===== src/rtl/btgr_pkg.sv =====
// Shared constants, font tables and a helper function of the bitmap text glyph renderer.
package btgr_pkg;

  localparam int unsigned CodeW      = 8;
  localparam int unsigned CoordW     = 10;
  localparam int unsigned CursorW    = 12;
  localparam int unsigned StrideW    = 10;
  localparam int unsigned BaseW      = 24;
  localparam int unsigned AddrW      = 25;
  localparam int unsigned RowW       = 3;
  localparam int unsigned PixelW     = 16;
  localparam int unsigned GlyphW     = 6;
  localparam int unsigned WordIdxW   = 6;
  localparam int unsigned CfgIdxW    = 4;
  localparam int unsigned CfgDataW   = 24;

  localparam logic [RowW-1:0]     LastRow      = 3'd6;
  localparam logic [CursorW-1:0]  GlyphAdvance = 12'd6;
  localparam logic [7:0]          NoGlyph      = 8'hFF;
  localparam logic [PixelW-1:0]   PixelSet     = 16'hFFFF;
  localparam logic [PixelW-1:0]   PixelClear   = 16'h0001;
  localparam logic [StrideW-1:0]  FbWidthReset = 10'd320;
  localparam logic [BaseW-1:0]    FrameBaseReset = 24'd0;

  // Configuration register indexes.
  localparam logic [CfgIdxW-1:0]  RegFbWidth   = 4'd0;
  localparam logic [CfgIdxW-1:0]  RegFrameBase = 4'd1;

  // Character code to glyph index; NoGlyph marks an unprintable character.
  localparam logic [7:0] GLYPH_MAP [128] = '{
    8'hFF, 8'hFF, 8'hFF, 8'hFF, 8'hFF, 8'hFF, 8'hFF, 8'hFF,
    8'hFF, 8'hFF, 8'hFF, 8'hFF, 8'hFF, 8'hFF, 8'hFF, 8'hFF,
    8'hFF, 8'hFF, 8'hFF, 8'hFF, 8'hFF, 8'hFF, 8'hFF, 8'hFF,
    8'hFF, 8'hFF, 8'hFF, 8'hFF, 8'hFF, 8'hFF, 8'hFF, 8'hFF,
    8'hFF, 8'h29, 8'hFF, 8'hFF, 8'hFF, 8'h2B, 8'hFF, 8'hFF,
    8'h25, 8'h26, 8'hFF, 8'h2A, 8'hFF, 8'h27, 8'h2C, 8'hFF,
    8'h00, 8'h01, 8'h02, 8'h03, 8'h04, 8'h05, 8'h06, 8'h07,
    8'h08, 8'h09, 8'h24, 8'hFF, 8'hFF, 8'hFF, 8'hFF, 8'h28,
    8'hFF, 8'h0A, 8'h0B, 8'h0C, 8'h0D, 8'h0E, 8'h0F, 8'h10,
    8'h11, 8'h12, 8'h13, 8'h14, 8'h15, 8'h16, 8'h17, 8'h18,
    8'h19, 8'h1A, 8'h1B, 8'h1C, 8'h1D, 8'h1E, 8'h1F, 8'h20,
    8'h21, 8'h22, 8'h23, 8'hFF, 8'hFF, 8'hFF, 8'hFF, 8'hFF,
    8'hFF, 8'h0A, 8'h0B, 8'h0C, 8'h0D, 8'h0E, 8'h0F, 8'h10,
    8'h11, 8'h12, 8'h13, 8'h14, 8'h15, 8'h16, 8'h17, 8'h18,
    8'h19, 8'h1A, 8'h1B, 8'h1C, 8'h1D, 8'h1E, 8'h1F, 8'h20,
    8'h21, 8'h22, 8'h23, 8'hFF, 8'hFF, 8'hFF, 8'hFF, 8'hFF
  };

  // Five 6x7 glyphs per group of seven words, leftmost glyph in the top bits.
  localparam logic [31:0] FONT_ROM [63] = '{
    32'h70871C30, 32'h8988A250, 32'h88808290, 32'h88831C90,
    32'h888402F8, 32'h88882210, 32'h71CF9C10, 32'hF9CF9C70,
    32'h8228A288, 32'hF200A288, 32'h0BC11C78, 32'h0A222208,
    32'h8A222288, 32'h71C21C70, 32'h23C738F8, 32'h5228A480,
    32'h8A282280, 32'h8BC822F0, 32'hFA282280, 32'h8A28A480,
    32'h8BC738F8, 32'hF9C89C08, 32'h82288808, 32'h82088808,
    32'hF2EF8808, 32'h82288888, 32'h82288888, 32'h81C89C70,
    32'h8A08A270, 32'h920DA288, 32'hA20AB288, 32'hC20AAA88,
    32'hA208A688, 32'h9208A288, 32'h8BE8A270, 32'hF1CF1CF8,
    32'h8A28A220, 32'h8A28A020, 32'hF22F1C20, 32'h82AA0220,
    32'h82492220, 32'h81A89C20, 32'h8A28A288, 32'h8A28A288,
    32'h8A289488, 32'h8A2A8850, 32'h894A9420, 32'h894AA220,
    32'h70852220, 32'hF8011000, 32'h08020800, 32'h10840400,
    32'h20040470, 32'h40840400, 32'h80020800, 32'hF8011000,
    32'h70800000, 32'h88822200, 32'h08820400, 32'h108F8800,
    32'h20821000, 32'h00022200, 32'h20800020
  };

  // Glyph index divided by five: multiply by 13/64, exact for indexes below 64.
  function automatic logic [3:0] glyph_group(input logic [GlyphW-1:0] glyph);
    logic [9:0] prod;
    prod = 10'(glyph) * 10'd13;
    return prod[9:6];
  endfunction

endpackage


===== src/rtl/bitmap_text_glyph_renderer_unit.sv =====
// Bitmap text glyph renderer: draws one 6x7 glyph per printable character as seven pixel rows.
// The first row of a printable character passes from the row generator into the output
// register after its request is accepted. The row generator emits one glyph row a cycle
// while the output is not stalled; an unprintable character only advances the cursor.
// Reset: cursor and line at zero, fb_width 320, frame_base 0, no rows pending.
module bitmap_text_glyph_renderer_unit
  import btgr_pkg::*;
(
  input  logic                 clk_i,
  input  logic                 rst_ni,

  input  logic                 cfg_valid_i,
  output logic                 cfg_ready_o,
  input  logic [CfgIdxW-1:0]   cfg_index_i,
  input  logic [CfgDataW-1:0]  cfg_data_i,

  input  logic                 in_valid_i,
  output logic                 in_ready_o,
  input  logic [CodeW-1:0]     char_code_i,
  input  logic                 string_start_i,
  input  logic [CoordW-1:0]    start_x_i,
  input  logic [CoordW-1:0]    start_y_i,

  output logic                 out_valid_o,
  input  logic                 out_ready_i,
  output logic [AddrW-1:0]     row_address_o,
  output logic [RowW-1:0]      glyph_row_o,
  output logic [PixelW-1:0]    pixel_0_o,
  output logic [PixelW-1:0]    pixel_1_o,
  output logic [PixelW-1:0]    pixel_2_o,
  output logic [PixelW-1:0]    pixel_3_o,
  output logic [PixelW-1:0]    pixel_4_o,
  output logic [PixelW-1:0]    pixel_5_o,
  output logic                 last_row_o
);

  // Configuration registers.
  logic [StrideW-1:0]  fb_width_q;
  logic [BaseW-1:0]    frame_base_q;

  // Text cursor.
  logic [CursorW-1:0]  cursor_x_q, cursor_x_d;
  logic [CoordW-1:0]   line_y_q, line_y_d;

  // Row generator.
  logic                gen_busy_q, gen_busy_d;
  logic [RowW-1:0]     gen_row_q, gen_row_d;
  logic [WordIdxW-1:0] gen_word_q;
  logic [2:0]          gen_col_q;
  logic [CursorW-1:0]  gen_x_q;
  logic [CoordW-1:0]   gen_y_q;

  // Output register.
  logic                out_valid_q, out_valid_d;
  logic [AddrW-1:0]    row_address_q;
  logic [RowW-1:0]     glyph_row_q;
  logic [GlyphW-1:0]   row_bits_q;

  logic                in_accept;
  logic                advance;
  logic                gen_done;
  logic [7:0]          map_entry;
  logic                printable;
  logic [GlyphW-1:0]   glyph_idx;
  logic [3:0]          group;
  logic [2:0]          col;
  logic [WordIdxW-1:0] word_base;

  logic [CursorW-1:0]  cur_x;
  logic [CoordW-1:0]   cur_y;

  logic [WordIdxW-1:0] word_idx;
  logic [31:0]         font_word;
  logic [4:0]          bit_shift;
  logic [GlyphW-1:0]   row_bits;
  logic [CoordW:0]     row_line;
  logic [20:0]         row_offset;
  logic [AddrW-1:0]    row_address;

  assign cfg_ready_o = 1'b1;

  always_ff @(posedge clk_i or negedge rst_ni) begin
    if (!rst_ni) begin
      fb_width_q   <= FbWidthReset;
      frame_base_q <= FrameBaseReset;
    end else if (cfg_valid_i && cfg_ready_o) begin
      unique case (cfg_index_i)
        RegFbWidth:   fb_width_q   <= cfg_data_i[StrideW-1:0];
        RegFrameBase: frame_base_q <= cfg_data_i[BaseW-1:0];
        default: ;
      endcase
    end
  end

  // The generator hands its last row to the output register in the same cycle
  // that the next request is taken, so characters follow without a gap.
  assign advance    = gen_busy_q && (!out_valid_q || out_ready_i);
  assign gen_done   = advance && (gen_row_q == LastRow);
  assign in_ready_o = !gen_busy_q || gen_done;
  assign in_accept  = in_valid_i && in_ready_o;

  assign map_entry = GLYPH_MAP[char_code_i[6:0]];
  assign printable = (map_entry != NoGlyph);
  assign glyph_idx = map_entry[GlyphW-1:0];
  assign group     = glyph_group(glyph_idx);
  assign col       = 3'(glyph_idx - 6'(group) * 6'd5);
  assign word_base = 6'(group) * 6'd7;

  assign cur_x = string_start_i ? CursorW'(start_x_i) : cursor_x_q;
  assign cur_y = string_start_i ? start_y_i : line_y_q;

  always_comb begin
    cursor_x_d = cursor_x_q;
    line_y_d   = line_y_q;
    gen_busy_d = gen_busy_q;
    gen_row_d  = gen_row_q;
    if (advance) begin
      gen_row_d = gen_row_q + 3'd1;
      if (gen_done) begin
        gen_busy_d = 1'b0;
      end
    end
    if (in_accept) begin
      cursor_x_d = cur_x + GlyphAdvance;
      line_y_d   = cur_y;
      gen_busy_d = printable;
      gen_row_d  = '0;
    end
  end

  always_ff @(posedge clk_i or negedge rst_ni) begin
    if (!rst_ni) begin
      cursor_x_q <= '0;
      line_y_q   <= '0;
      gen_busy_q <= 1'b0;
      gen_row_q  <= '0;
    end else begin
      cursor_x_q <= cursor_x_d;
      line_y_q   <= line_y_d;
      gen_busy_q <= gen_busy_d;
      gen_row_q  <= gen_row_d;
    end
  end

  always_ff @(posedge clk_i) begin
    if (in_accept) begin
      gen_word_q <= word_base;
      gen_col_q  <= col;
      gen_x_q    <= cur_x;
      gen_y_q    <= cur_y;
    end
  end

  // One glyph row: font word lookup and the row's framebuffer address.
  assign word_idx   = gen_word_q + WordIdxW'(gen_row_q);
  assign font_word  = FONT_ROM[word_idx];
  assign bit_shift  = 5'd26 - 5'(gen_col_q) * 5'd6;
  assign row_bits   = GlyphW'(font_word >> bit_shift);
  assign row_line   = (CoordW+1)'(gen_y_q) + (CoordW+1)'(gen_row_q);
  assign row_offset = 21'(fb_width_q) * 21'(row_line);
  assign row_address = AddrW'(frame_base_q) + AddrW'(row_offset) + AddrW'(gen_x_q);

  always_comb begin
    out_valid_d = out_valid_q;
    if (advance) begin
      out_valid_d = 1'b1;
    end else if (out_ready_i) begin
      out_valid_d = 1'b0;
    end
  end

  always_ff @(posedge clk_i or negedge rst_ni) begin
    if (!rst_ni) begin
      out_valid_q <= 1'b0;
    end else begin
      out_valid_q <= out_valid_d;
    end
  end

  always_ff @(posedge clk_i) begin
    if (advance) begin
      row_address_q <= row_address;
      glyph_row_q   <= gen_row_q;
      row_bits_q    <= row_bits;
    end
  end

  assign out_valid_o   = out_valid_q;
  assign row_address_o = row_address_q;
  assign glyph_row_o   = glyph_row_q;
  assign pixel_0_o     = row_bits_q[5] ? PixelSet : PixelClear;
  assign pixel_1_o     = row_bits_q[4] ? PixelSet : PixelClear;
  assign pixel_2_o     = row_bits_q[3] ? PixelSet : PixelClear;
  assign pixel_3_o     = row_bits_q[2] ? PixelSet : PixelClear;
  assign pixel_4_o     = row_bits_q[1] ? PixelSet : PixelClear;
  assign pixel_5_o     = row_bits_q[0] ? PixelSet : PixelClear;
  assign last_row_o    = (glyph_row_q == LastRow);

`ifndef ASSERT_OFF
  // A printable request starts the generator at the top row.
  assert property (@(posedge clk_i) disable iff (!rst_ni)
    in_accept && printable |=> gen_busy_q && (gen_row_q == '0))
    else $error("generator not started at top row");

  // While a glyph is in progress, a new request is taken only as its last row leaves.
  assert property (@(posedge clk_i) disable iff (!rst_ni)
    gen_busy_q && in_ready_o |-> gen_done)
    else $error("request taken while glyph rows remain");

  // A row other than the last one leaving means the generator still holds the glyph.
  assert property (@(posedge clk_i) disable iff (!rst_ni)
    out_valid_o && out_ready_i && !last_row_o |-> gen_busy_q)
    else $error("glyph rows lost before last row");
`endif

endmodule

===== config.mk =====
export PLATFORM = sky130hd
export DESIGN_NAME = bitmap_text_glyph_renderer_unit
export DESIGN_NICKNAME = d
export VERILOG_FILES = /design/src/rtl/btgr_pkg.sv /design/src/rtl/bitmap_text_glyph_renderer_unit.sv
export SDC_FILE = /design/constraint.sdc
export NUM_CORES = 1
export LEC_CHECK = 0
export BUFFER_PORTS_ARGS = -buffer_cell sky130_fd_sc_hd__buf_2
export CORE_ASPECT_RATIO = 0.6
export CORE_MARGIN = 2
export CORE_UTILIZATION = 58
export CTS_CLUSTER_SIZE = 40
export DETAILED_ROUTE_END_ITERATION = 6
export GPL_ROUTABILITY_DRIVEN = 0
export PLACE_DENSITY = 0.8
export REMOVE_ABC_BUFFERS = 1
export SKIP_CTS_REPAIR_TIMING = 1
export SYNTH_ARGS = -nofsm -noshare
export SYNTH_HDL_FRONTEND = slang
export SYNTH_SLANG_ARGS = --single-unit

===== constraint.sdc =====
create_clock -name clk_i -period 9.25 [get_ports clk_i]
set_input_delay 0.4625 -clock clk_i [delete_from_list [all_inputs] [get_ports clk_i]]
set_output_delay 0.4625 -clock clk_i [all_outputs]
set_load 0.02 [all_outputs]

# Yosys cells after proc, flatten, opt, wreduce, memory -nomap -nowiden
# Memories as Yosys holds them, arrays and structs flattened.
# Cells that the tools add are included.
[op_classes] reduce_logical=14 shift=1 bitwise_logic=2 eq_ne=4 n_mul=5 n_mux=19 order_cmp=2 n_addsub=8
[ops] operator="16-bit two-way mux" count=6
[ops] operator="32-bit two-way mux" count=2
[ops] operator="32-bit by 5-bit right shift with 6-bit output" count=1
[ops] operator="24-bit by 21-bit adder with 25-bit output" count=1
[ops] operator="25-bit by 12-bit adder with 25-bit output" count=1
[ops] operator="10-bit by 11-bit multiplier with 21-bit output" count=1
[ops] operator="8-bit two-way mux" count=2
[ops] operator="12-bit by 3-bit adder with 12-bit output (second input constant)" count=1
[ops] operator="12-bit two-way mux" count=1
[ops] operator="10-bit by 3-bit adder with 11-bit output" count=1
[ops] operator="6-bit by 4-bit multiplier with 10-bit output (second input constant)" count=1
[ops] operator="10-bit two-way mux" count=1
[ops] operator="8-bit greater-or-equal comparator (second input constant)" count=1
[ops] operator="8-bit inequality test (second input constant)" count=1
[ops] operator="7-bit inverter with 8-bit output" count=1
[ops] operator="7-bit greater-or-equal comparator (second input constant)" count=1
[ops] operator="6-bit inverter with 7-bit output" count=1
[ops] operator="6-bit by 3-bit adder with 6-bit output" count=1
[ops] operator="3-bit == test (second input constant)" count=2
[ops] operator="4-bit by 3-bit multiplier with 6-bit output (second input constant)" count=1
[ops] operator="3-bit two-way mux" count=2
[ops] operator="2-bit AND reduction" count=3
[ops] operator="2-bit nonzero test" count=3
[ops] operator="1-bit two-way mux" count=5
[ops] operator="other kinds (10)" count=14
[totals] ff_bits=126 out_inout_bits=128 n_memories=2 romBits=3072
[memory_table] name="(name not given)" words=64 word_bits=32 rd=1 rd_clocked_by_memory_dff=0 write_ports=0 line_no="bitmap_text_glyph_renderer_unit.sv:156" source="assign font_word = FONT_ROM[word_idx];"
[memory_table] name="(name not given)" words=128 word_bits=8 rd=1 rd_clocked_by_memory_dff=0 write_ports=0 line_no="bitmap_text_glyph_renderer_unit.sv:102" source="assign map_entry = GLYPH_MAP[char_code_i[6:0]];"

# Logic depth before layout (Yosys ltp)
[logic_depth] depth_word=8 mapped_depth=28 mapped_depth_nobuf=28

# Worst setup path after synthesis
# Ideal clock, no wire load.
[synth_timing] path_type="reg-to-reg" start="register gen_row_q[0]" end="register row_address_q[22] (netlist: row_address_o[22]), data pin" setup_time_ns=0.258 setup_slack_ns=2.625 t_required_ns=8.992 stages_incl_launch_ff=26 synth_period_minus_slack_ns=6.625 arrival_ns=6.367 n_path_buf=0 cell_sequence="dfrtp_1 -> ha_1 -> inv_1 -> fa_1 -> inv_1 -> a21o_1 -> nand4_1 -> xnor2_1 -> and2_1 -> fa_1 -> fa_1 -> fa_1 -> fa_1 -> inv_1 -> fa_1 -> inv_1 -> ha_1 -> a21o_1 -> a21o_1 -> a21oi_1 -> o21bai_1 -> a21oi_1 -> o21ai_0 -> a2111o_1 -> a31oi_1 -> xnor2_1"
[synth_via] elab_chain_len=4
[synth_rtl] item="start, declared" line_no="bitmap_text_glyph_renderer_unit.sv:47" source="logic [RowW-1:0] gen_row_q, gen_row_d;"
[synth_rtl] item="start signal, assigned" line_no="bitmap_text_glyph_renderer_unit.sv:141" source="gen_row_q <= gen_row_d;"
[synth_rtl] item="10-bit by 3-bit adder with 11-bit output" line_no="bitmap_text_glyph_renderer_unit.sv:159" source="assign row_line = (CoordW+1)'(gen_y_q) + (CoordW+1)'(gen_row_q);"
[synth_rtl] item="10-bit by 11-bit multiplier with 21-bit output" line_no="bitmap_text_glyph_renderer_unit.sv:160" source="assign row_offset = 21'(fb_width_q) * 21'(row_line);"
[synth_rtl] item="24-bit by 21-bit adder with 25-bit output" line_no="bitmap_text_glyph_renderer_unit.sv:161" source="assign row_address = AddrW'(frame_base_q) + AddrW'(row_offset) + AddrW'(gen_x_q);"
[synth_rtl] item="25-bit by 12-bit adder with 25-bit output" line_no="bitmap_text_glyph_renderer_unit.sv:161"
[synth_rtl] item="via row_address[22]" line_no="bitmap_text_glyph_renderer_unit.sv:78" source="logic [AddrW-1:0] row_address;"
[synth_rtl] item="end signal, assigned" line_no="bitmap_text_glyph_renderer_unit.sv:182" source="row_address_q <= row_address;"
[synth_rtl] item="end, declared" line_no="bitmap_text_glyph_renderer_unit.sv:55" source="logic [AddrW-1:0] row_address_q;"
# The timed path passes the listed nets, and every way through them passes these cells.
# A chain may end at the register's enable or synchronous reset.

# Worst setup path after layout
[layout_timing] start="register gen_row_q[0]" end="register row_address_q[23] (netlist: row_address_o[23]), data pin"
# Same word-level chain as after synthesis.

==> impl_metrics.ini <==
[outcome]
outcome = finished, final reports clean

[grt]
grt_usage_pct = 28.12
grt_max_degree = 62
number_of_global_route_vias_before_repair = 10980
grt-ovfl-total = 0
grt_pass1_wl_um = 59110
antenna_found_initial = 1

[detailed_routing]
antenna_left = 0
num_vias = 11720
totalWireLength_um = 37230
route.detailed.vias_per_inst = 6.033
drt_first_pass_iters = 7
wl_per_cell_um = 19.17
route.detailed.drc = 0
drt_first_iter_violations = 1618

[clocking]
cts.path.max_buffers = 2
clock_tree.htree_level_count = 4
clkSlewWorstSetupHoldPaths_ps = 60
ctsRootBufferMaster = sky130_fd_sc_hd__clkbuf_16
cts_inserted_buffers = 17
cts_num_sinks = 126
clkLatencyLatePin_ps = 430
tritoncts_clock_tree = done

[placement]
portBuffers = 181
placed_cell_area_um2 = 14960
detailed_place_hpwl_um = 26920

[setup_path]
startpoint_of_the_worst_register_to_register_path = gen_row_q[0]
critPathKind = flip-flop to flip-flop
r2r_setup_slack_ps = 1560
critical_path.slowest_cell = sky130_fd_sc_hd__xnor2_1
timing.critical_path.mode_cell = sky130_fd_sc_hd__fa_1
worst_r2r_endpoint = row_address_o[23]
critPathTopFamily = adder cells
cp.buffers_inverters = 5
worstPathRequired_ps = 9430
critical_path_arrival_ps = 7870
reg2regPathDepth = 24
start_kind = flip-flop
cp_num_cells = 24
endpoint_kind = flip-flop
cell_chain_of_the_critical_path = ha_1 -> inv_1 -> fa_1 -> inv_1 -> a21o_1 -> nand2_1 -> xnor2_1 -> nand2_1 -> fa_1 -> inv_1 -> fa_1 -> fa_1 -> fa_1 -> inv_1 -> fa_1 -> inv_1 -> ha_1 -> or4_1 -> o21ai_0 -> o211ai_1 -> a32oi_1 -> o21ai_0 -> a21oi_1 -> xnor2_1
worst-path-max-fanout = 10
timing.critical_path.slowest_cell_delay_ps = 690

[final_layout]
final_cell_mix = sky130_fd_sc_hd__inv_1 (186), sky130_fd_sc_hd__buf_2 (181), sky130_fd_sc_hd__nand2_1 (123)
fraction_of_layout_instances_using_a_drive_strength_above_1_pct = 19.77
mostFrequentLayoutCell = sky130_fd_sc_hd__inv_1
finalCoreUtilization_pct = 63.64
postLayoutCellArea_um2 = 15590
finalNetCount = 1892
synthToLayoutAreaGrowth_pct = 6.569

[run]
timing.max_cap.violations = 0

[floorplan]
boundaryPins = 190
starting_density_of_the_core_pct = 59.71
core_um2 = 24500
placementRows = 44
floorplan.die.width_um = 209.0
die_height_um = 127.0
area_of_the_die_um2 = 26550

[sta]
layout_min_cycle_time_ps = 7694
max_slew.worst_pin.slew_ps = 1134
finalSetupViolations = 0
drv_slew = 0
skew_ps = 13.29
grt_setup_unrepaired = false
final.period_utilization_pct = 83.17
maxClockFrequency_mhz = 130.0
slew_headroom_pct = 23.82
totalNegativeSetupSlack_ps = 0
hold_viol_final = 0

[synthesis]
synth_flop_type = sky130_fd_sc_hd__edfxtp_1
synth_top_area_cell = sky130_fd_sc_hd__fa_1
edff_count_synth = 65
synth-seq-area-share_pct = 23.79
post_synth_inst_count = 1567
synth-warning-count = 0
synth_area_leaders = sky130_fd_sc_hd__fa_1 (16%), sky130_fd_sc_hd__edfxtp_1 (13%), sky130_fd_sc_hd__dfrtp_1 (10%)
synthDistinctLibCells = 95
postSynthAreaPerCell_um2 = 9.336
yosys_register_bits = 126
netlist_area_um2 = 14630
synth_top_area_share_pct = 15.60
async_reset_ff_share_pct = 48.41

[hold_path]
class_of_the_tightest_hold_or_removal_check = input port to async pin
synthesized netlist by cell type (all sizes together), types with 6 or more instances:
cell type	number
ha	110
edfxtp	65
xnor2	42
mux2i	13
nor2	74
a21o	16
dfrtp	59
a221oi	9
clkbuf	47
o31a	6
a31oi	22
a211o	8
o21ai	60
o22ai	9
buf	132
inv	188
nor3	27
nand3	28
mux2	62
a21oi	56
a2111oi	10
nor2b	14
and3	18
o21a	10
a211oi	29
nand2b	13
nand4	10
fa	114
nand2	124
nor4	7
and2	68
o31ai	7
xor2	8
o211ai	13
per-stage QoR:
| step | hold WS, ps | worst slack (ps) | instances |
|---|---|---|---|
| 6_report | 216.0 | 1556 | 1942 |
| 5_1_grt | 259.6 | 1249 | 1941 |
| 4_1_cts | 241.4 | 1597 | 1941 |
| 3_5_place_dp | 473.6 | 1704 | 1909 |
| 3_3_place_gp | 459.4 | 1903 | 1909 |
| 2_1_floorplan | 166.9 | 2625 | 1394 |
cell families (layout without fill, tap and decap cells):
group                    after synthesis  after routing  synth area share [%]
AND/OR/NAND/NOR                      396            396                 13.41
buffers and inverters                367            413                 12.48
AO/OA/AOI/OAI                        325            325                 16.11
adder cells (fa/ha/maj)              224            224                 25.01
flip-flops                           126            126                 23.79
multiplexers                          78             78                 6.124
XOR/XNOR                              50             50                 3.045
other                                  1              8               0.02563
area by class of cell:
class / count / area [um2]
well taps: 322 / 402.9
clock inverters: 10 / 112.6
inverters: 188 / 705.7
repair buffers: 193 / 996.0
multi-input cells: 1080 / 9371
flip-flops and latches: 126 / 3481
clock buffers: 22 / 518.0
fillers: 1926 / 8909
diodes: 1 / 2.502
sequential cells by signal, indices dropped and copies added (netlist names):
register	count
fb_width_q	10
frame_base_q	24
cursor_x_q	12
gen_row_q	3
out_valid_o	1
gen_x_q	12
line_y_q	10
row_bits_q	6
gen_col_q	3
glyph_row_o	3
row_address_o	25
gen_word_q	6
gen_y_q	10
gen_busy_q	1
worst max-delay path by stage:
stage	startpoint	endpoint	slack [ps]
after global routing	gen_row_q[0]	row_address_o[23]	1250
after detailed placement	gen_row_q[0]	row_address_o[23]	1700
final	gen_row_q[0]	row_address_o[23]	1560
after CTS	gen_row_q[0]	row_address_o[23]	1600
after floorplan	gen_row_q[0]	row_address_o[22]	2630
after global placement	gen_row_q[0]	row_address_o[23]	1900
per-layer routing:
layer	vias up	wire length [um]	global-route usage [%]
met3	100	4613	8.727
met5	-	11	0
li1	5387	-	-
met4	2	883	7.605
met2	762	15270	39.94
met1	5466	16460	41.49
worst reg2reg max path: cells and delay by family (launching register included):
family / cells / cell delay [ps]
buf+inv: 5 / 290
simple gates: 3 / 820
fa+ha+maj: 8 / 3530
xor+xnor: 2 / 770
compound gates: 6 / 1550
flops: 1 / 480
Power is not shown: default switching activity piles up to over one toggle a cycle in this logic, so the estimate is an artifact.
